--- src/hw/rtl/arith_number_tokenizer_unit_macros.svh ---
// Assertion macros used by the tokenizer top level.
`ifndef ARITH_NUMBER_TOKENIZER_UNIT_MACROS_SVH
`define ARITH_NUMBER_TOKENIZER_UNIT_MACROS_SVH
`ifndef SYNTHESIS
// Same-cycle implication.
`define ANTOK_ASSERT_IMPLY(label, clk, rst, ante, cons) \
   label: assert property (@(posedge clk) disable iff (rst) (ante) |-> (cons)) \
      else $error("tokenizer assertion failed");
// Next-cycle implication.
`define ANTOK_ASSERT_NEXT(label, clk, rst, ante, cons) \
   label: assert property (@(posedge clk) disable iff (rst) (ante) |=> (cons)) \
      else $error("tokenizer assertion failed");
`else
`define ANTOK_ASSERT_IMPLY(label, clk, rst, ante, cons)
`define ANTOK_ASSERT_NEXT(label, clk, rst, ante, cons)
`endif
`endif

--- src/hw/rtl/antok_pkg.sv ---
// Package with types, constants and helpers for the number tokenizer.
package antok_pkg;

   localparam int OFFSET_WIDTH    = 32;
   localparam int LENGTH_WIDTH    = 8;
   localparam int QUEUE_DEPTH     = 4;   // power of two, at least 2
   localparam int QUEUE_PTR_WIDTH = $clog2(QUEUE_DEPTH);
   localparam int QUEUE_CNT_WIDTH = $clog2(QUEUE_DEPTH + 1);

   localparam logic [2:0] KIND_PLUS    = 3'd0;
   localparam logic [2:0] KIND_MINUS   = 3'd1;
   localparam logic [2:0] KIND_NUMBER  = 3'd2;
   localparam logic [2:0] KIND_END     = 3'd3;
   localparam logic [2:0] KIND_INVALID = 3'd4;

   localparam logic [7:0] CH_PLUS    = 8'h2B;
   localparam logic [7:0] CH_MINUS   = 8'h2D;
   localparam logic [7:0] CH_DOT     = 8'h2E;
   localparam logic [7:0] CH_E_LOWER = 8'h65;
   localparam logic [7:0] CH_E_UPPER = 8'h45;
   localparam logic [7:0] CH_ZERO    = 8'h30;
   localparam logic [7:0] CH_NINE    = 8'h39;
   localparam logic [7:0] CH_SPACE   = 8'h20;
   localparam logic [7:0] CH_TAB     = 8'h09;
   localparam logic [7:0] CH_CR      = 8'h0D;
   localparam logic [7:0] CH_LF      = 8'h0A;

   typedef enum logic [2:0] {
      S_IDLE    = 3'd0,
      S_INT     = 3'd1,
      S_INTDOT  = 3'd2,
      S_LEADDOT = 3'd3,
      S_FRAC    = 3'd4,
      S_EXP     = 3'd5,
      S_EXPSGN  = 3'd6,
      S_EXPINT  = 3'd7
   } scan_state_type;

   typedef struct packed {
      logic [7:0] ch;
      logic       end_mark;
   } req_type;

   typedef struct packed {
      logic [2:0]  tok_kind;
      logic [31:0] tok_start;
      logic [7:0]  tok_len;
      logic        malformed;
      logic        last;
   } rsp_type;

   // Up to two tokens from one byte; a flushed number always comes first.
   typedef struct packed {
      logic    first_valid;
      logic    second_valid;
      rsp_type first;
      rsp_type second;
   } emit_type;

   typedef struct packed {
      logic [QUEUE_CNT_WIDTH-1:0] count;
      logic                       room;
   } queue_status_type;

   function automatic logic [31:0] to_start(input logic [OFFSET_WIDTH-1:0] x);
      logic [63:0] t;
      t = 64'(x);
      return t[31:0];
   endfunction

   function automatic logic [7:0] to_len(input logic [LENGTH_WIDTH-1:0] x);
      logic [63:0] t;
      t = 64'(x);
      return t[7:0];
   endfunction

endpackage

--- src/hw/rtl/antok_scan.sv ---
// Scanner: number DFA, token formation, byte offset and halt state.
module antok_scan (
   input  logic              clock,
   input  logic              reset,
   input  logic              in_accept,
   input  antok_pkg::req_type  in_item,
   output antok_pkg::emit_type emit
);
   import antok_pkg::*;

   scan_state_type            state_ff, state_in;
   logic [OFFSET_WIDTH-1:0]   start_ff, start_in;
   logic [LENGTH_WIDTH-1:0]   len_ff, len_in;
   logic [OFFSET_WIDTH-1:0]   offset_ff, offset_in;
   logic                      halted_ff, halted_in;

   logic [7:0]      ch;
   logic            is_digit, is_ws, is_sign, is_exp, is_dot;
   scan_state_type  adv_state;
   logic            active, extend, flush, fresh, go, go_byte, go_end;
   logic            mal;

   assign ch       = in_item.ch;
   assign is_digit = (ch >= CH_ZERO) && (ch <= CH_NINE);
   assign is_ws    = (ch == CH_SPACE) || (ch == CH_TAB) || (ch == CH_CR) || (ch == CH_LF);
   assign is_sign  = (ch == CH_PLUS) || (ch == CH_MINUS);
   assign is_exp   = (ch == CH_E_LOWER) || (ch == CH_E_UPPER);
   assign is_dot   = (ch == CH_DOT);

   always_comb begin
      case (state_ff)
         S_INT:              adv_state = is_digit ? S_INT : is_dot ? S_INTDOT :
                                         is_exp ? S_EXP : S_IDLE;
         S_INTDOT, S_FRAC:   adv_state = is_digit ? S_FRAC : is_exp ? S_EXP : S_IDLE;
         S_LEADDOT:          adv_state = is_digit ? S_FRAC : S_IDLE;
         S_EXP:              adv_state = is_sign ? S_EXPSGN : is_digit ? S_EXPINT : S_IDLE;
         S_EXPSGN, S_EXPINT: adv_state = is_digit ? S_EXPINT : S_IDLE;
         default:            adv_state = S_IDLE;
      endcase
   end

   assign go      = in_accept && !halted_ff;
   assign go_end  = go && in_item.end_mark;
   assign go_byte = go && !in_item.end_mark;
   assign active  = (state_ff != S_IDLE);
   assign extend  = active && (adv_state != S_IDLE);
   assign flush   = active && (go_end || (go_byte && !extend));
   assign fresh   = go_byte && !extend;
   assign mal     = (state_ff == S_LEADDOT) || (state_ff == S_EXP) || (state_ff == S_EXPSGN);

   // Next state
   always_comb begin
      state_in  = state_ff;
      start_in  = start_ff;
      len_in    = len_ff;
      offset_in = offset_ff;
      halted_in = halted_ff;
      if (flush) begin
         state_in = S_IDLE;
         start_in = '0;
         len_in   = '0;
      end
      if (go_byte) begin
         offset_in = offset_ff + OFFSET_WIDTH'(1);
         if (extend) begin
            state_in = adv_state;
            if (len_ff != '1) begin
               len_in = len_ff + LENGTH_WIDTH'(1);
            end
         end else if (is_digit || is_dot) begin
            state_in = is_digit ? S_INT : S_LEADDOT;
            start_in = offset_ff;
            len_in   = LENGTH_WIDTH'(1);
         end else if (!is_ws && !is_sign) begin
            halted_in = 1'b1;
         end
      end
   end

   // Outputs
   rsp_type num_tok, oth_tok;
   logic    oth_valid;

   always_comb begin
      oth_tok.tok_start = to_start(offset_ff);
      oth_tok.malformed = 1'b0;
      oth_tok.last      = 1'b1;
      oth_tok.tok_len   = 8'd1;
      oth_valid         = 1'b0;
      if (go_end) begin
         oth_tok.tok_kind = KIND_END;
         oth_tok.tok_len  = 8'd0;
         oth_valid        = 1'b1;
      end else if (is_sign) begin
         oth_tok.tok_kind = (ch == CH_PLUS) ? KIND_PLUS : KIND_MINUS;
         oth_valid        = fresh;
      end else begin
         oth_tok.tok_kind = KIND_INVALID;
         oth_valid        = fresh && !is_ws && !is_digit && !is_dot;
      end

      num_tok.tok_kind  = KIND_NUMBER;
      num_tok.tok_start = to_start(start_ff);
      num_tok.tok_len   = to_len(len_ff);
      num_tok.malformed = mal;
      num_tok.last      = !oth_valid;

      emit.first_valid  = flush || oth_valid;
      emit.second_valid = flush && oth_valid;
      emit.first        = flush ? num_tok : oth_tok;
      emit.second       = oth_tok;
   end

   always_ff @(posedge clock) begin
      if (reset) begin
         state_ff  <= S_IDLE;
         start_ff  <= '0;
         len_ff    <= '0;
         offset_ff <= '0;
         halted_ff <= 1'b0;
      end else begin
         state_ff  <= state_in;
         start_ff  <= start_in;
         len_ff    <= len_in;
         offset_ff <= offset_in;
         halted_ff <= halted_in;
      end
   end

endmodule

--- src/hw/rtl/antok_queue.sv ---
// Result queue: takes up to two tokens a cycle, hands out one per transfer.
module antok_queue (
   input  logic                        clock,
   input  logic                        reset,
   input  antok_pkg::emit_type         emit,
   output antok_pkg::queue_status_type status,
   output logic                        rsp_valid,
   input  logic                        rsp_stall,
   output antok_pkg::rsp_type          rsp_payload
);
   import antok_pkg::*;

   rsp_type                    entry_ff [QUEUE_DEPTH];
   logic [QUEUE_PTR_WIDTH-1:0] wr_ptr_ff, wr_ptr_in;
   logic [QUEUE_PTR_WIDTH-1:0] rd_ptr_ff, rd_ptr_in;
   logic [QUEUE_CNT_WIDTH-1:0] count_ff, count_in;
   logic                       pop;
   logic [QUEUE_CNT_WIDTH-1:0] adds;

   assign pop         = rsp_valid && !rsp_stall;
   assign rsp_valid   = (count_ff != '0);
   assign rsp_payload = entry_ff[rd_ptr_ff];
   assign adds        = QUEUE_CNT_WIDTH'(emit.first_valid) +
                        QUEUE_CNT_WIDTH'(emit.second_valid);

   assign status.count = count_ff;
   assign status.room  = (count_ff <= QUEUE_CNT_WIDTH'(QUEUE_DEPTH - 2));

   always_comb begin
      wr_ptr_in = wr_ptr_ff + QUEUE_PTR_WIDTH'(adds);
      rd_ptr_in = pop ? rd_ptr_ff + QUEUE_PTR_WIDTH'(1) : rd_ptr_ff;
      count_in  = count_ff + adds - QUEUE_CNT_WIDTH'(pop);
   end

   always_ff @(posedge clock) begin
      if (emit.first_valid) begin
         entry_ff[wr_ptr_ff] <= emit.first;
      end
      if (emit.second_valid) begin
         entry_ff[wr_ptr_ff + QUEUE_PTR_WIDTH'(1)] <= emit.second;
      end
   end

   always_ff @(posedge clock) begin
      if (reset) begin
         wr_ptr_ff <= '0;
         rd_ptr_ff <= '0;
         count_ff  <= '0;
      end else begin
         wr_ptr_ff <= wr_ptr_in;
         rd_ptr_ff <= rd_ptr_in;
         count_ff  <= count_in;
      end
   end

endmodule

--- src/hw/rtl/arith_number_tokenizer_unit.sv ---
// Top level of the streaming number tokenizer.
//
//  channel | dir | handshake           | payload
//  --------+-----+---------------------+------------------------------------
//  req     | in  | req_valid/req_stall | ch, end_mark (one byte or end mark)
//  rsp     | out | rsp_valid/rsp_stall | tok_kind, tok_start, tok_len,
//          |     |                     | malformed, last
//
//  One byte is taken per cycle while req_stall is low: the scanner makes a
//  single DFA transition per transfer and writes zero, one or two tokens
//  into a four-entry queue; req_stall rises only while the queue holds more
//  than two tokens, so a consumer that takes a token every cycle never slows
//  the byte stream. With the queue empty, the first token of a byte is on rsp
//  the cycle after its transfer; a second token follows once the first is taken.
//  Reset clears the scanner, the byte offset, the halt flag and the queue.
//  After an invalid byte, bytes are still taken but dropped until reset.
module arith_number_tokenizer_unit (
   input  logic               clock,
   input  logic               reset,
   input  logic               req_valid,
   output logic               req_stall,
   input  antok_pkg::req_type req_payload,
   output logic               rsp_valid,
   input  logic               rsp_stall,
   output antok_pkg::rsp_type rsp_payload
);
   import antok_pkg::*;

`include "arith_number_tokenizer_unit_macros.svh"

   emit_type         emit;
   queue_status_type status;
   logic             req_accept;

   // Hold bytes back until the queue can absorb a two-token burst.
   assign req_stall  = !status.room;
   assign req_accept = req_valid && !req_stall;

   antok_scan u_scan (
      .clock     (clock),
      .reset     (reset),
      .in_accept (req_accept),
      .in_item   (req_payload),
      .emit      (emit)
   );

   antok_queue u_queue (
      .clock       (clock),
      .reset       (reset),
      .emit        (emit),
      .status      (status),
      .rsp_valid   (rsp_valid),
      .rsp_stall   (rsp_stall),
      .rsp_payload (rsp_payload)
   );

   // A second token in one cycle only follows a flushed number.
   `ANTOK_ASSERT_IMPLY(a_second_after_number, clock, reset, emit.second_valid,
      emit.first_valid && emit.first.tok_kind == KIND_NUMBER)
   // After any token is written, rsp_valid is high in the next cycle.
   `ANTOK_ASSERT_NEXT(a_token_visible, clock, reset, emit.first_valid, rsp_valid)
   // The queue never holds more than its depth.
   `ANTOK_ASSERT_IMPLY(a_queue_bound, clock, reset, 1'b1,
      status.count <= QUEUE_CNT_WIDTH'(QUEUE_DEPTH))

endmodule

--- config.mk ---
export PLATFORM = sky130hd
export DESIGN_NAME = arith_number_tokenizer_unit
export DESIGN_NICKNAME = d
export VERILOG_FILES = /design/src/hw/rtl/antok_pkg.sv /design/src/hw/rtl/antok_scan.sv /design/src/hw/rtl/antok_queue.sv /design/src/hw/rtl/arith_number_tokenizer_unit.sv
export VERILOG_INCLUDE_DIRS = /design/src /design/src/hw/rtl
export SDC_FILE = /design/constraint.sdc
export NUM_CORES = 1
export LEC_CHECK = 0
export ABC_AREA = 1
export BUFFER_PORTS_ARGS = -buffer_cell sky130_fd_sc_hd__buf_2
export CAP_MARGIN = 20
export CORE_MARGIN = 2
export CORE_UTILIZATION = 45
export DETAILED_ROUTE_END_ITERATION = 10
export GPL_TIMING_DRIVEN = 0
export PLACE_DENSITY = 0.58
export SYNTH_ARGS = -nofsm -noshare
export SYNTH_HDL_FRONTEND = slang
export SYNTH_SLANG_ARGS = --single-unit
--- constraint.sdc ---
create_clock -name clock -period 6.9 [get_ports clock]
set_clock_uncertainty 0.2 [all_clocks]
set_input_delay 1.035 -clock clock [delete_from_list [all_inputs] [get_ports clock]]
set_output_delay 1.035 -clock clock [all_outputs]
set_load 0.1 [all_outputs]
Word-level counts from Yosys, hierarchy flattened
Memory sizes are Yosys's and may differ from the RTL's. A register that Yosys moved wholly into a read port is not among the register bits.
Index checks and enable logic that the tools add are counted.
{"block": "classes", "n_eq_ne": 17, "muxes": 35, "n_bitwise": 2, "order_cmp": 3, "addsub": 8, "reduce_logical": 40}
{"op": "$mux 32", "n": 4}
{"op": "$mux 45", "n": 1}
{"op": "$mux 8", "n": 5}
{"op": "$mux 3", "n": 13}
{"op": "$add 32x1->32 const B", "n": 1}
{"op": "$eq 8x6->1 const B", "n": 4}
{"op": "$eq 8x4->1 const B", "n": 3}
{"op": "$eq 8x7->1 const B", "n": 2}
{"op": "$pmux 3 s5", "n": 1}
{"op": "$logic_and 1x1->1", "n": 14}
{"op": "$eq 3x3->1 const B", "n": 4}
{"op": "$logic_not 1->1", "n": 10}
{"op": "$logic_or 1x1->1", "n": 10}
{"op": "$reduce_bool 3->1", "n": 3}
{"op": "$add 8x1->8 const B", "n": 1}
{"op": "$ge 8x6->1 const B", "n": 1}
{"op": "$le 8x6->1 const B", "n": 1}
{"op": "$mux 1", "n": 8}
{"op": "$ne 8x8->1 const B", "n": 1}
{"op": "$eq 3x2->1 const B", "n": 2}
{"op": "$mux 2", "n": 3}
{"op": "$add 2x1->2 const B", "n": 2}
{"op": "$reduce_and 4->1", "n": 1}
{"op": "$reduce_or 2->1", "n": 2}
{"op": "other kinds (7)", "n": 8}
{"block": "totals", "mem_count": 1, "input_bits": 13, "ramBits": 180, "output_inout_bits": 47, "register_bits": 83}
{"name": "u_queue.entry_ff", "depth": 4, "width": 45, "read_ports": 1, "rd_clocked_by_memory_dff": 1, "wr": 2, "line_no": "antok_queue.sv:13", "text": "rsp_type entry_ff [QUEUE_DEPTH];"}

Depth between registers and ports, before layout
Gate-level depths: netlist (run 1).
{"block": "logic_depth", "depth_word": 19, "ltp_mapped": 21, "mapped_depth_nobuf": 20}

By module
Synthesis (run 1) repeated with hierarchy kept, for this count alone.
{"block": "unflattened", "cells_unflattened": 1608, "area_unflattened_um2": 13372.8}
{"module": "antok_queue", "cells_per_inst": 948, "n_inst": 1, "area_each_um2": 9039.9}
{"module": "antok_scan", "cells_per_inst": 657, "n_inst": 1, "area_each_um2": 4321.6}
{"module": "arith_number_tokenizer_unit", "cells_per_inst": 3, "n_inst": 1, "area_each_um2": 11.3}

Least setup slack after synthesis (run 1)
OpenSTA, ideal clock, no wires.
{"block": "synth_timing", "path_type": "register to register", "from": "reg u_queue.count_ff[0]", "to": "mem u_queue.entry_ff[2][42] (netlist name), data pin", "slack_ns": 2.336, "setup_time_ns": 0.263, "stages_incl_launch_ff": 17, "t_arrival_ns": 4.101, "t_required_ns": 6.437, "n_path_buf": 2, "synth_period_minus_slack_ns": 4.564, "cell_sequence": "dfxtp_1 -> inv_2 -> o21ai_1 -> nor2_1 -> nand3_1 -> inv_2 -> nand3_2 -> nand2_1 -> nand2_2 -> buf_6 -> buf_4 -> ha_1 -> nor3_1 -> inv_1 -> nand2_1 -> o21ai_1 -> nor2_1"}
{"item": "from (decl)", "line_no": "antok_queue.sv:16", "text": "logic [QUEUE_CNT_WIDTH-1:0] count_ff, count_in;"}
{"item": "from (signal assigned)", "line_no": "antok_queue.sv:52", "text": "count_ff <= count_in;"}
{"item": "to (decl)", "line_no": "antok_queue.sv:13"}

==> flow_summary.yaml, run 1 <==
status:
  outcome: "completed"
drt:
  wl_per_cell_um: 18.9
  drt_wl_total_um: 39400
  route.detailed.drc: 0
  drt_iter0_markers: 1087
  via_count: 11500
  drtAntennaViolNets: 0
  drtPass1Iterations: 5
  via_per_inst: 5.52
sta:
  slew-limit-headroom_pct: 38.1
  min_period_ns: 4.69
  timing.final.ws_setup_ns: 2.21
  finalSetupTns_ns: 0
  setup_violations: 0
  whs_ns: 0.254
  fin_crit_sh_pct: 68.0
  rsz0062_at_grt: "no"
  hold_viol: 0
  drv_slew: 0
  tightest_slew_ns: 0.929
  clock.fmax_mhz: 213
global_routing:
  use_met3_pct: 2.70
  grt_util_met2_pct: 43.2
  grt_pass1_vias: 11100
  grt_pass1_wl_um: 61900
  top_usage_layer: "met2"
  grt_util_met1_pct: 36.1
  grt_max_degree: 29
  antenna_found_initial: 0
  grt_overflow: 0
  grt_use_total_pct: 26.0
placed_design:
  placed_cell_area_um2: 13800
  place.gp.congestion: 0.859
  place_ws_ns: 1.72
  dp_hpwl_um: 27500
  dp_cells: 2030
  io_buffers: 58
pwr:
  powerDensity_nw_per_um2: 354
  vdd_drop_max_mv: 0.250
  power.total_mw: 5.22
  cellLeakagePower_nw: 5.13
final_layout:
  area_growth_pct: 14.1
  fin_util_pct: 51.7
  fillers: 2803
  finalNonFillerCells: 2086
  final_layout_size_suffix_gt1_share_pct: 10.9
  fin_area_um2: 14700
  finalNetCount: 1701
  diodes: 0
synthesis:
  syn_area_um2: 12900
  syn_inst: 1581
  avgSynthCellArea_um2: 8.17
  synth_area_leaders: "edfxtp_1 (33%), dfxtp_1 (19%), nand2_1 (10%), o21ai_1 (6.4%), o21ai_0 (5.7%)"
  ys_types: 39
  ys_seq_area_share_pct: 52.2
  synth_nets: 1604
  yosysTopAreaCell: "edfxtp_1"
  ys_ff_latch: 265
  synth_warnings: 0
  synth_top_area_share_pct: 33.5
clocking:
  clkLatencyLatePin_ns: 0.55
  cts_buffers: 30
  clock_path_buffers: 3
  clkSinkCount: 265
  h-tree-depth: 1
  clkTransAtPathRegs_ns: 0.06
  ctsHoldBuffers: 0
  cts_resized: 0
  cts_tree: "yes"
  post_cts_buffers: 0
  root_buffer: "clkbuf_16"
floorplanning:
  die_y_um: 173
  num_io_pins: 60
  rows: 62
  die_area_um2: 30100
  fp.dieW_um: 173
  start_util_pct: 45.4
  core_area_um2: 28500
setup_path:
  cp_max_fo: 21
  path_class: "in2reg"
  reg2reg_slack_ns: 2.46
  path_cells: "buf_2, inv_1, nand2_1, nor2_4, nand3_2, nand2_2, nor2_2, nor2_2, nand3_2, nand2_1, nand2_2, buf_6, inv_2, ha_1, inv_1, nor3_1, buf_4, inv_1, nand2_2, buf_12, inv_1, nand2_1, o21ai_1"
  start_kind: "input pin"
  critPathMostFrequentCell: "inv_1"
  critPathCaptureType: "flip-flop"
  cp.arrival_ns: 4.90
  critPathSlowestCell: "nor3_1"
  max_stage_delay_ns: 0.55
  cp.required_ns: 7.11
min_path:
  hold_class: "reg2reg"
flow_run:
  cap_violations: 0
==> state kept, by name (all words and copies together) (netlist names), named ones only <==
| name | flops |
|---|---|
| u_queue.entry_ff | 180 |
| u_scan.offset_ff | 32 |
| u_scan.start_ff | 32 |
| u_scan.len_ff | 8 |
| u_queue.count_ff | 3 |
| u_scan.state_ff | 3 |
| u_queue.rd_ptr_ff | 2 |
| u_queue.wr_ptr_ff | 2 |
| u_scan.halted_ff | 1 |
==> critical path, delay by kind of cell <==
family	cells	cell delay (ns)
simple gates	12	2.19
fa+ha+maj	1	0.20
buf+inv	9	1.39
compound gates	1	0.06
==> kinds of logic after synthesis <==
kind of cell             synth area share [%]
AND/OR/NAND/NOR                          18.7
adder cells (fa/ha/maj)                  1.03
buffers and inverters                    7.00
flip-flops                               52.2
XOR/XNOR                                 1.22
AO/OA/AOI/OAI                            19.9
==> metal layers <==
metal	vias up	part of all wire, %
met2	431	47
met1	5425	45
met4	0	2.6
li1	5566	-
met3	84	6.2
met5	-	0
==> where the power goes <==
group	switching (mW)	internal (mW)	total, mW	leakage (nW)
clock	0.634	0.889	1.52	0.458
combinational	1.61	0.276	1.88	2.41
sequential	0.0349	1.78	1.81	2.26
==> area by class of cell <==
class / instances / area (um^2) / share of cell area [%]
Buffer: 111 / 483 / 3.28
Sequential cell: 265 / 6750 / 45.8
Inverter: 112 / 420 / 2.85
Multi-Input combinational cell: 1093 / 5270 / 35.8
Tap cell: 384 / 480 / 3.26
Clock inverter: 11 / 73.8 / 0.501
Timing Repair Buffer: 65 / 393 / 2.67
Clock buffer: 45 / 858 / 5.83
==> synthesized netlist by cell type <==
cell type and instances:
inv_2 10, nand4_1 11, buf_1 2, o21ai_0 148, clkbuf_2 5, inv_1 101
buf_6 5, nand3b_1 1, edfxtp_1 144, a21oi_1 75, nor3_2 3, o31ai_1 1
clkinv_1 1, clkbuf_1 91, nor3_1 22, or4_1 1, nand2_2 5, nand3_1 32
nand2_1 349, o2111ai_1 1, nor2_2 4, xor2_1 16, ha_1 9, o22ai_1 45
a31oi_1 3, o21ai_1 165, nor3b_1 1, buf_4 5, o21a_1 1, o21ai_2 33
nor2_4 1, nor2_1 154, nor4_1 5, o311ai_0 1, nand3_2 3, buf_2 3
fa_1 1, xnor2_1 2, dfxtp_1 121
==> cell usage in the layout (no fill, tap or decap), drive strengths merged, types with 2 or more instances in the layout <==
cell / instances
a21oi: 75
a31oi: 3
buf: 80
clkbuf: 141
clkinv: 11
dfxtp: 121
edfxtp: 144
ha: 9
inv: 111
nand2: 354
nand3: 35
nand4: 11
nor2: 159
nor3: 25
nor4: 5
o21ai: 346
o22ai: 45
xnor2: 2
xor2: 16
==> path summary, 6_finish.rpt <==
| path | from | to | depth (start not counted) |
|---|---|---|---|
| max | req_payload[5] | u_queue.entry_ff[0][4] | 23 |
| min | u_queue.entry_ff[1][3] | u_queue.entry_ff[1][3] | 2 |
| max reg2reg | u_queue.count_ff[2] | u_queue.entry_ff[0][4] | 20 |
| min reg2reg | u_queue.entry_ff[1][3] | u_queue.entry_ff[1][3] | 2 |
(Power assumes the default switching activity.)
==> run 2, diff against run 1 <==
--- a/config.mk
+++ b/config.mk
@@ -13,7 +13,7 @@
 export CORE_UTILIZATION = 45
 export DETAILED_ROUTE_END_ITERATION = 10
 export GPL_TIMING_DRIVEN = 0
-export PLACE_DENSITY = 0.58
+export PLACE_DENSITY = 0.61
 export SYNTH_ARGS = -nofsm -noshare
 export SYNTH_HDL_FRONTEND = slang
 export SYNTH_SLANG_ARGS = --single-unit
==> constraint.sdc (replaced) <==
create_clock -name clock -period 4.03 [get_ports clock]
set_clock_uncertainty 0.2 [all_clocks]
set_input_delay 0.6045 -clock clock [delete_from_list [all_inputs] [get_ports clock]]
set_output_delay 0.6045 -clock clock [all_outputs]
set_load 0.1 [all_outputs]
==> run 2 against run 1 <==
Effect of this change: count of clock-buffer cells in the layout down 7; non-clock buffer count down 3; utilization up 0.41 points; worst hold slack worse by 0.023 ns; register-to-register slack worse by 2.3 ns; critical endpoint is now u_queue.entry_ff[1][29]; highest routed layer unchanged.
==> flow_summary.yaml, run 2 (synthesis results as in run 1) <==
placed_design:
  place.gp.congestion: 0.861
  io_buffers: 58
  place_ws_ns: -0.937
  dp_hpwl_um: 26700
min_path:
  hold_class: "in2reg"
  min_path_cells: 4
setup_path:
  critPathCaptureType: "flip-flop"
  path_cells: "inv_2, o21ai_2, nor2_1, nand2_1, nor2_1, inv_1, nand2_1, nand2_2, buf_6, buf_4, ha_1, nor3_1, inv_1, clkbuf_1, o21ai_1"
  path_buf_inv: 6
  reg2regPathDepth: 15
  path_class: "reg2reg"
  critPathTopFamily: "buffers and inverters"
  cp.arrival_ns: 3.94
  max_stage_delay_ns: 0.56
  start_kind: "flip-flop"
  critPathSlowestCell: "clkbuf_1"
  cp_max_fo: 10
  cp.depth: 15
  cp.required_ns: 4.09
sta:
  drv_slew: 0
  fin_crit_sh_pct: 96.3
  hold_viol: 0
  setup_violations: 0
  slew-limit-headroom_pct: 44.3
  tightest_slew_ns: 0.836
  clock.fmax_mhz: 258
  finalSetupTns_ns: 0
  timing.final.ws_setup_ns: 0.150
  min_period_ns: 3.88
floorplanning:
  num_io_pins: 60
  core_area_um2: 28500
  rows: 62
  fp.dieW_um: 173
  die_y_um: 173
  die_area_um2: 30100
  start_util_pct: 45.4
drt:
  met2_length_um: 18300
  drtAntennaViolNets: 0
  via_per_inst: 5.56
  route.detailed.drc: 0
  wl_per_cell_um: 19.0
  via_count: 11600
  drt_iter0_markers: 1080
  route.met3.wl_um: 2600
  drtPass1Iterations: 5
  top_layer: "met4"
  met1_length_um: 17600
  drt_wl_total_um: 39500
clocking:
  clkLatencyLatePin_ns: 0.56
  clkSinkCount: 265
  root_buffer: "clkbuf_16"
  clock_path_buffers: 3
  h-tree-depth: 1
  cts_tree: "yes"
  cts_buffers: 29
  clkTransAtPathRegs_ns: 0.06
  ctsHoldBuffers: 0
pwr:
  vdd_drop_max_mv: 0.477
  power.total_mw: 9.13
  powerDensity_nw_per_um2: 615
  cellLeakagePower_nw: 5.18
global_routing:
  grt_pass1_wl_um: 60500
  antenna_found_initial: 1
  grt_pass1_vias: 10900
  grt_max_degree: 41
  grt_use_total_pct: 25.5
  grt_overflow: 0
final_layout:
  top_register: "u_queue.entry_ff"
  area_growth_pct: 15.0
  reg.largest.list: "u_queue.entry_ff (180), u_scan.offset_ff (32), u_scan.start_ff (32)"
  seqCellArea_um2: 6750
  multi_input_area_um2: 5370
  finalNetCount: 1699
  fin_util_pct: 52.1
  diodes: 0
  final_layout_size_suffix_gt1_share_pct: 11.5
  largest_reg_flops: 180
  fillers: 2768
  mostFrequentLayoutCells: "nand2_1 (345), o21ai_1 (164), nor2_1 (154), o21ai_0 (148), edfxtp_1 (144)"
  final_common_cell: "nand2_1"
flow_run:
  cap_violations: 0
status:
  outcome: "completed"
==> run 2: final timing paths <==
kind,start,endpoint,slack [ns]
min reg2reg,u_queue.entry_ff[2][5],u_queue.entry_ff[2][5],0.26
max,u_queue.count_ff[0],u_queue.entry_ff[1][29],0.15
max reg2reg,u_queue.count_ff[0],u_queue.entry_ff[1][29],0.15
min,rsp_stall,flip-flop,0.23
==> run 2: power by group <==
part | total, mW | internal, mW | switching, mW
clock network | 2.80 | 1.71 | 1.09
logic | 3.22 | 0.470 | 2.75
registers | 3.11 | 3.04 | 0.0730
total | 9.13 | 5.22 | 3.91
==> run 2: area by class of cell <==
class,count,area share [%]
timing repair buffer,63,2.38
tap,384,3.24
clock buffer,38,5.39
multi-input combinational,1095,36.1
inverter,112,2.86
buffer,110,3.23
clock inverter,15,1.31
sequential,265,45.4
==> run 2: worst register-to-register path, stage by stage (launching register included) <==
cell and delay (ns):
dfxtp_1 0.34, inv_2 0.06, o21ai_2 0.16, nor2_1 0.08, nand2_1 0.09, nor2_1 0.06
inv_1 0.29, nand2_1 0.15, nand2_2 0.16, buf_6 0.22, buf_4 0.23, ha_1 0.29
nor3_1 0.13, inv_1 0.36, clkbuf_1 0.57, o21ai_1 0.20
==> run 2: through the flow <==
| stage | std cells | cell area [um^2] | hold WS (ns) |
|---|---|---|---|
| detailed placement | 2028 | 13800 | 0.241 |
| global route | 2082 | 14800 | 0.253 |
| global placement | 2023 | 13700 | 0.234 |
| floorplan | 1581 | 12900 | 0.222 |
| CTS | 2081 | 14800 | 0.221 |
| finish | 2082 | 14800 | 0.231 |
==> run 2: layer usage <==
layer / track usage, % / up-vias
li1: - / 5569
met1: 35.1 / 5481
met2: 42.5 / 439
met3: 3.16 / 81
met4: 7.56 / 0
met5: 0 / -
==> run 2: repair_timing <==
action,in CTS,in global routing
endpoints found under the setup margin,111,111
pin swaps,0,2
resized for setup,5,7
cloned,0,2
buffers inserted,0,0
